==> src/sevt_pkg.sv <==
// Package for the sorted event table: widths, codes, entry type and the
// controller/datapath command and status structs. No dependencies.
package sevt_pkg;

    localparam int TABLE_DEPTH = 32;
    localparam int IDX_W       = $clog2(TABLE_DEPTH);
    localparam int OCC_W       = $clog2(TABLE_DEPTH + 1);
    localparam int CNT_W       = 6;
    localparam int KIND_W      = 2;
    localparam int STATUS_W    = 2;
    localparam int TIME_W      = 24;
    localparam int PID_W       = 14;
    localparam int REF_W       = 16;
    localparam int KEY_W       = 38;
    localparam int KEY_SCALE   = 10000;

    localparam logic [KIND_W-1:0] KIND_INSERT = 2'd0;
    localparam logic [KIND_W-1:0] KIND_UPDATE = 2'd1;
    localparam logic [KIND_W-1:0] KIND_QUERY  = 2'd2;

    localparam logic [STATUS_W-1:0] STATUS_DONE  = 2'd0;
    localparam logic [STATUS_W-1:0] STATUS_FULL  = 2'd1;
    localparam logic [STATUS_W-1:0] STATUS_QUERY = 2'd2;

    localparam logic [2:0] OUT_NONE  = 3'd0;
    localparam logic [2:0] OUT_DONE  = 3'd1;
    localparam logic [2:0] OUT_FULL  = 3'd2;
    localparam logic [2:0] OUT_COUNT = 3'd3;
    localparam logic [2:0] OUT_ENTRY = 3'd4;

    typedef struct packed {
        logic [TIME_W-1:0] time_value;
        logic [PID_W-1:0]  package_id;
        logic              is_registration;
        logic [REF_W-1:0]  event_ref;
    } t_entry;

    typedef struct packed {
        logic       load;
        logic       idx_clr;
        logic       idx_inc;
        logic       cnt_inc;
        logic       seen_inc;
        logic       insert;
        logic       remove;
        logic [2:0] out_sel;
    } t_cmd;

    typedef struct packed {
        logic at_end;
        logic full;
        logic idx_zero;
        logic del_hit;
        logic key_lt;
        logic key_gt;
        logic time_le;
        logic out_last;
    } t_sts;

    function automatic logic [KEY_W-1:0] key_of(logic [TIME_W-1:0] t, logic [PID_W-1:0] p);
        return KEY_W'(t) * KEY_W'(KEY_SCALE) + KEY_W'(p);
    endfunction

endpackage

==> src/sevt_ctrl.sv <==
// Controller of the sorted event table: sequences scans, table edits and result transfers.
// Depends on sevt_pkg.
module sevt_ctrl (
    input  logic                        i_clk,
    input  logic                        i_rst_n,
    input  logic                        i_in_valid,
    input  logic [sevt_pkg::KIND_W-1:0] i_kind,
    output logic                        o_in_ready,
    input  logic                        i_out_ready,
    output logic                        o_out_valid,
    input  sevt_pkg::t_sts              i_sts,
    output sevt_pkg::t_cmd              o_cmd
);
    import sevt_pkg::*;

    localparam logic [2:0] ST_IDLE = 3'd0;
    localparam logic [2:0] ST_DEL  = 3'd1;
    localparam logic [2:0] ST_INS  = 3'd2;
    localparam logic [2:0] ST_CNT  = 3'd3;
    localparam logic [2:0] ST_LIST = 3'd4;
    localparam logic [2:0] ST_EMIT = 3'd5;

    logic [2:0] r_state;
    logic [2:0] n_state;

    assign o_in_ready  = (r_state == ST_IDLE);
    assign o_out_valid = (r_state == ST_EMIT);

    always_comb begin
        n_state = r_state;
        o_cmd   = '0;
        case (r_state)
            ST_IDLE: begin
                if (i_in_valid) begin
                    o_cmd.load = 1'b1;
                    case (i_kind)
                        KIND_INSERT: n_state = ST_INS;
                        KIND_UPDATE: n_state = ST_DEL;
                        KIND_QUERY:  n_state = ST_CNT;
                        default: begin
                            o_cmd.out_sel = OUT_DONE;
                            n_state       = ST_EMIT;
                        end
                    endcase
                end
            end
            ST_DEL: begin
                if (i_sts.at_end) begin
                    o_cmd.idx_clr = 1'b1;
                    n_state       = ST_INS;
                end else if (i_sts.del_hit) begin
                    o_cmd.remove  = 1'b1;
                    o_cmd.idx_clr = 1'b1;
                    n_state       = ST_INS;
                end else begin
                    o_cmd.idx_inc = 1'b1;
                end
            end
            ST_INS: begin
                if (i_sts.full) begin
                    o_cmd.out_sel = OUT_FULL;
                    n_state       = ST_EMIT;
                end else if (i_sts.at_end || (i_sts.idx_zero && i_sts.key_gt) ||
                             (!i_sts.idx_zero && !i_sts.key_lt)) begin
                    o_cmd.insert  = 1'b1;
                    o_cmd.out_sel = OUT_DONE;
                    n_state       = ST_EMIT;
                end else begin
                    o_cmd.idx_inc = 1'b1;
                end
            end
            ST_CNT: begin
                if (i_sts.at_end) begin
                    o_cmd.idx_clr = 1'b1;
                    o_cmd.out_sel = OUT_COUNT;
                    n_state       = ST_EMIT;
                end else begin
                    o_cmd.cnt_inc = i_sts.time_le;
                    o_cmd.idx_inc = 1'b1;
                end
            end
            ST_LIST: begin
                if (i_sts.at_end) begin
                    n_state = ST_IDLE;
                end else begin
                    o_cmd.idx_inc = 1'b1;
                    if (i_sts.time_le) begin
                        o_cmd.seen_inc = 1'b1;
                        o_cmd.out_sel  = OUT_ENTRY;
                        n_state        = ST_EMIT;
                    end
                end
            end
            ST_EMIT: begin
                if (i_out_ready) begin
                    n_state = i_sts.out_last ? ST_IDLE : ST_LIST;
                end
            end
            default: n_state = ST_IDLE;
        endcase
    end

    always_ff @(posedge i_clk) begin
        if (!i_rst_n) begin
            r_state <= ST_IDLE;
        end else begin
            r_state <= n_state;
        end
    end

endmodule

==> config.mk <==
export PLATFORM = sky130hd
export DESIGN_NAME = sevt_ctrl
export DESIGN_NICKNAME = d
export VERILOG_FILES = /design/src/sevt_pkg.sv /design/src/sevt_ctrl.sv
export SDC_FILE = /design/constraint.sdc
export NUM_CORES = 1
export LEC_CHECK = 0
export ABC_AREA = 1
export BUFFER_PORTS_ARGS = -buffer_cell sky130_fd_sc_hd__buf_2
export CAP_MARGIN = 20
export CORE_AREA = 5 5 42 44
export DETAILED_ROUTE_END_ITERATION = 10
export DIE_AREA = 0 0 47 49
export GPL_TIMING_DRIVEN = 0
export PLACE_DENSITY = 0.66
export REMOVE_ABC_BUFFERS = 1
export SYNTH_ARGS = -nofsm -noshare
export SYNTH_HDL_FRONTEND = slang
export SYNTH_SLANG_ARGS = --single-unit
==> constraint.sdc <==
create_clock -name i_clk -period 1.35 [get_ports i_clk]
set_input_delay 0 -clock i_clk [delete_from_list [all_inputs] [get_ports i_clk]]
set_output_delay 0 -clock i_clk [all_outputs]
set_load 0.02 [all_outputs]
==> impl_metrics.json <==
{
  "power.total_mw": 1.13,
  "fill_cells": 163,
  "die_x_microns": 47,
  "crit_chain": "nor2_1, nand3_1, nand2_1, nor2_4, nand2_1, buf_2",
  "largest_reg_flops": 3,
  "syn_to_final_growth_pct": 47.9,
  "critPathLaunchType": "register",
  "ys_ff_latch": 3,
  "postCtsHoldBufs": 0,
  "placedCellCount": 125,
  "dpl_cell_area_sq_um": 553,
  "portBuffers": 25,
  "routed_wl_microns": 1140,
  "powerDensity_nw_per_um2": 1850,
  "route.detailed.drc": 0,
  "grt_max_degree": 10,
  "maxCapViolCount": 0,
  "slowest_delay_ps": 400,
  "slew_headroom_pct": 86.2,
  "whs_ps": 24.5,
  "final_layout_size_suffix_gt1_share_pct": 36.3,
  "yosys-top-cells-area": "nand2_1, nor2_1, inv_1",
  "cpMostUsedCell": "nand2_1",
  "grt_use_total_pct": 9.99,
  "fin_worst_skew_ps": 0.340,
  "pre_cts_slack_ps": 70.7,
  "cts_made_buffers": 3,
  "final_nets": 128,
  "cp.arrival_ps": 1270,
  "clk_pin_slew_worst_paths_ps": 40,
  "yosysWarnings": 0,
  "ys_seq_area_share_pct": 14.5,
  "syn-cell-area_sq_um": 413,
  "dieArea_sq_um": 2300,
  "first_pass_iters": 4,
  "antenna_found_initial": 0,
  "core.rowCount": 14,
  "utilization_pct": 43.6,
  "p_leak_nw": 0.413,
  "clk_latency_ps": 230,
  "syn_avg_cell_area_sq_um": 4.86,
  "cts_tree": "built",
  "viasPerCell": 4.40,
  "status": "finished clean",
  "r2r-start": "r_state[2]",
  "layout_commonest_cell": "buf_2",
  "required_ps": 1350,
  "cts_sinks": 3,
  "grt_pass1_wl_microns": 1700,
  "fp.dieH_microns": 49,
  "initial_core_util_pct": 29.5,
  "timing.final.max_slew_violations": 0,
  "grt_pass1_vias": 445,
  "busiest_layer": "met2",
  "synthCells": 85,
  "place_congestion": 0.769,
  "post_cts_buffers": 0,
  "criticalPathCategory": "reg -> out",
  "crit_fanout": 7,
  "period_share_pct": 94.4,
  "largest_register": "r_state",
  "hold_class": "in -> reg",
  "diodes": 0,
  "grt_use_met1_pct": 10.9,
  "final_cells": 129,
  "yosys.area.top_type": "nand2_1",
  "ant_nets": 0,
  "hold_viol": 0,
  "rsz0062_at_grt": "yes",
  "h-tree-depth": 1,
  "core_area_sq_um": 1400,
  "drtIter0Drc": 14,
  "cts_buffer_depth": 2,
  "most-common-layout-cells": "buf_2, nand2_1, inv_1, nor2_1, nand3_1",
  "fmax_mhz": 785,
  "overflow": 0,
  "timing.final.ws_setup_ps": 76.3,
  "layout_min_cycle_time_ps": 1270,
  "wl_per_cell_microns": 8.81,
  "top_regs": "r_state: 3 flops",
  "holdCritStartpoint": "i_rst_n",
  "finalSetupTns_ps": 0,
  "vias": 567,
  "worst_pin_slew_ps": 205,
  "slowest_stage": "dfxtp_2",
  "crit_path_end_kind": "primary output",
  "yosys.area.top_type_share_pct": 19.1,
  "use_met3_pct": 2.58,
  "cts-root-buf": "clkbuf_4",
  "cp-startpoint": "r_state[2]",
  "irDropWorstVdd_uv": 1020,
  "design_area_sq_um": 611,
  "use_met2_pct": 16.5,
  "setup_viol": 0,
  "ys_types": 15,
  "dp_hpwl_microns": 982,
  "io_pins": 26
}
[kinds of logic after synthesis]
kind of cell	after synthesis	share of synthesized area, %
DFF	3	14.5
buffers and inverters	19	17.6
AOI/OAI and AO/OA	5	6.67
and+or+nand+nor	58	61.2
[critical path, delay by kind of cell (launching register included)]
kind	cells	cell delay, ps
buffers and inverters	1	160
DFF	1	400
and+or+nand+nor	5	490
[power by group]
| part | total, mW | internal [mW] | leakage, nW | switching (mW) |
|---|---|---|---|---|
| sequential | 0.225 | 0.143 | 0.0261 | 0.0823 |
| clock | 0.153 | 0.110 | 0.0150 | 0.0422 |
| combinational | 0.752 | 0.270 | 0.372 | 0.482 |
| total | 1.13 | 0.523 | 0.413 | 0.607 |
[cell usage after synthesis]
cell / instances
nand2_1: 21
nor2_1: 20
inv_1: 17
nand3_1: 10
nor2_2: 4
dfxtp_1: 3
a21oi_1: 2
buf_2: 1
inv_2: 1
nand3_2: 1
nand4_1: 1
nor3b_1: 1
o21ai_0: 1
o21ai_1: 1
o31ai_1: 1
[layer usage]
layer  vias up  part of all wire [%]
met5         -                     0
met4         0                     0
met3         0                   9.1
met2        16                    50
met1       239                    41
li1        312                     -
[path summary, 6_finish.rpt]
kind	slack (ps)	endpoint	cells past startpoint
max	80	o_cmd[7]	6
min	20	r_state[2]	3
max reg2reg	150	r_state[1]	7
min reg2reg	560	r_state[2]	2
[cell type report]
class	instances	area, sq um	share of cell area [%]
multi-input combinational	63	305	50.0
timing repair buffer	25	125	20.5
inverter	18	67.6	11.1
sequential	3	66.3	10.9
clock buffer	4	26.3	4.30
tap	16	20.0	3.28
[timing repair]
action	CTS	global route
endpoints found under the hold margin	0	0
pin swaps	1	0
endpoints found under the setup margin	2	3
resized for setup	4	7
No activity file was read; power rests on OpenSTA's default activity.
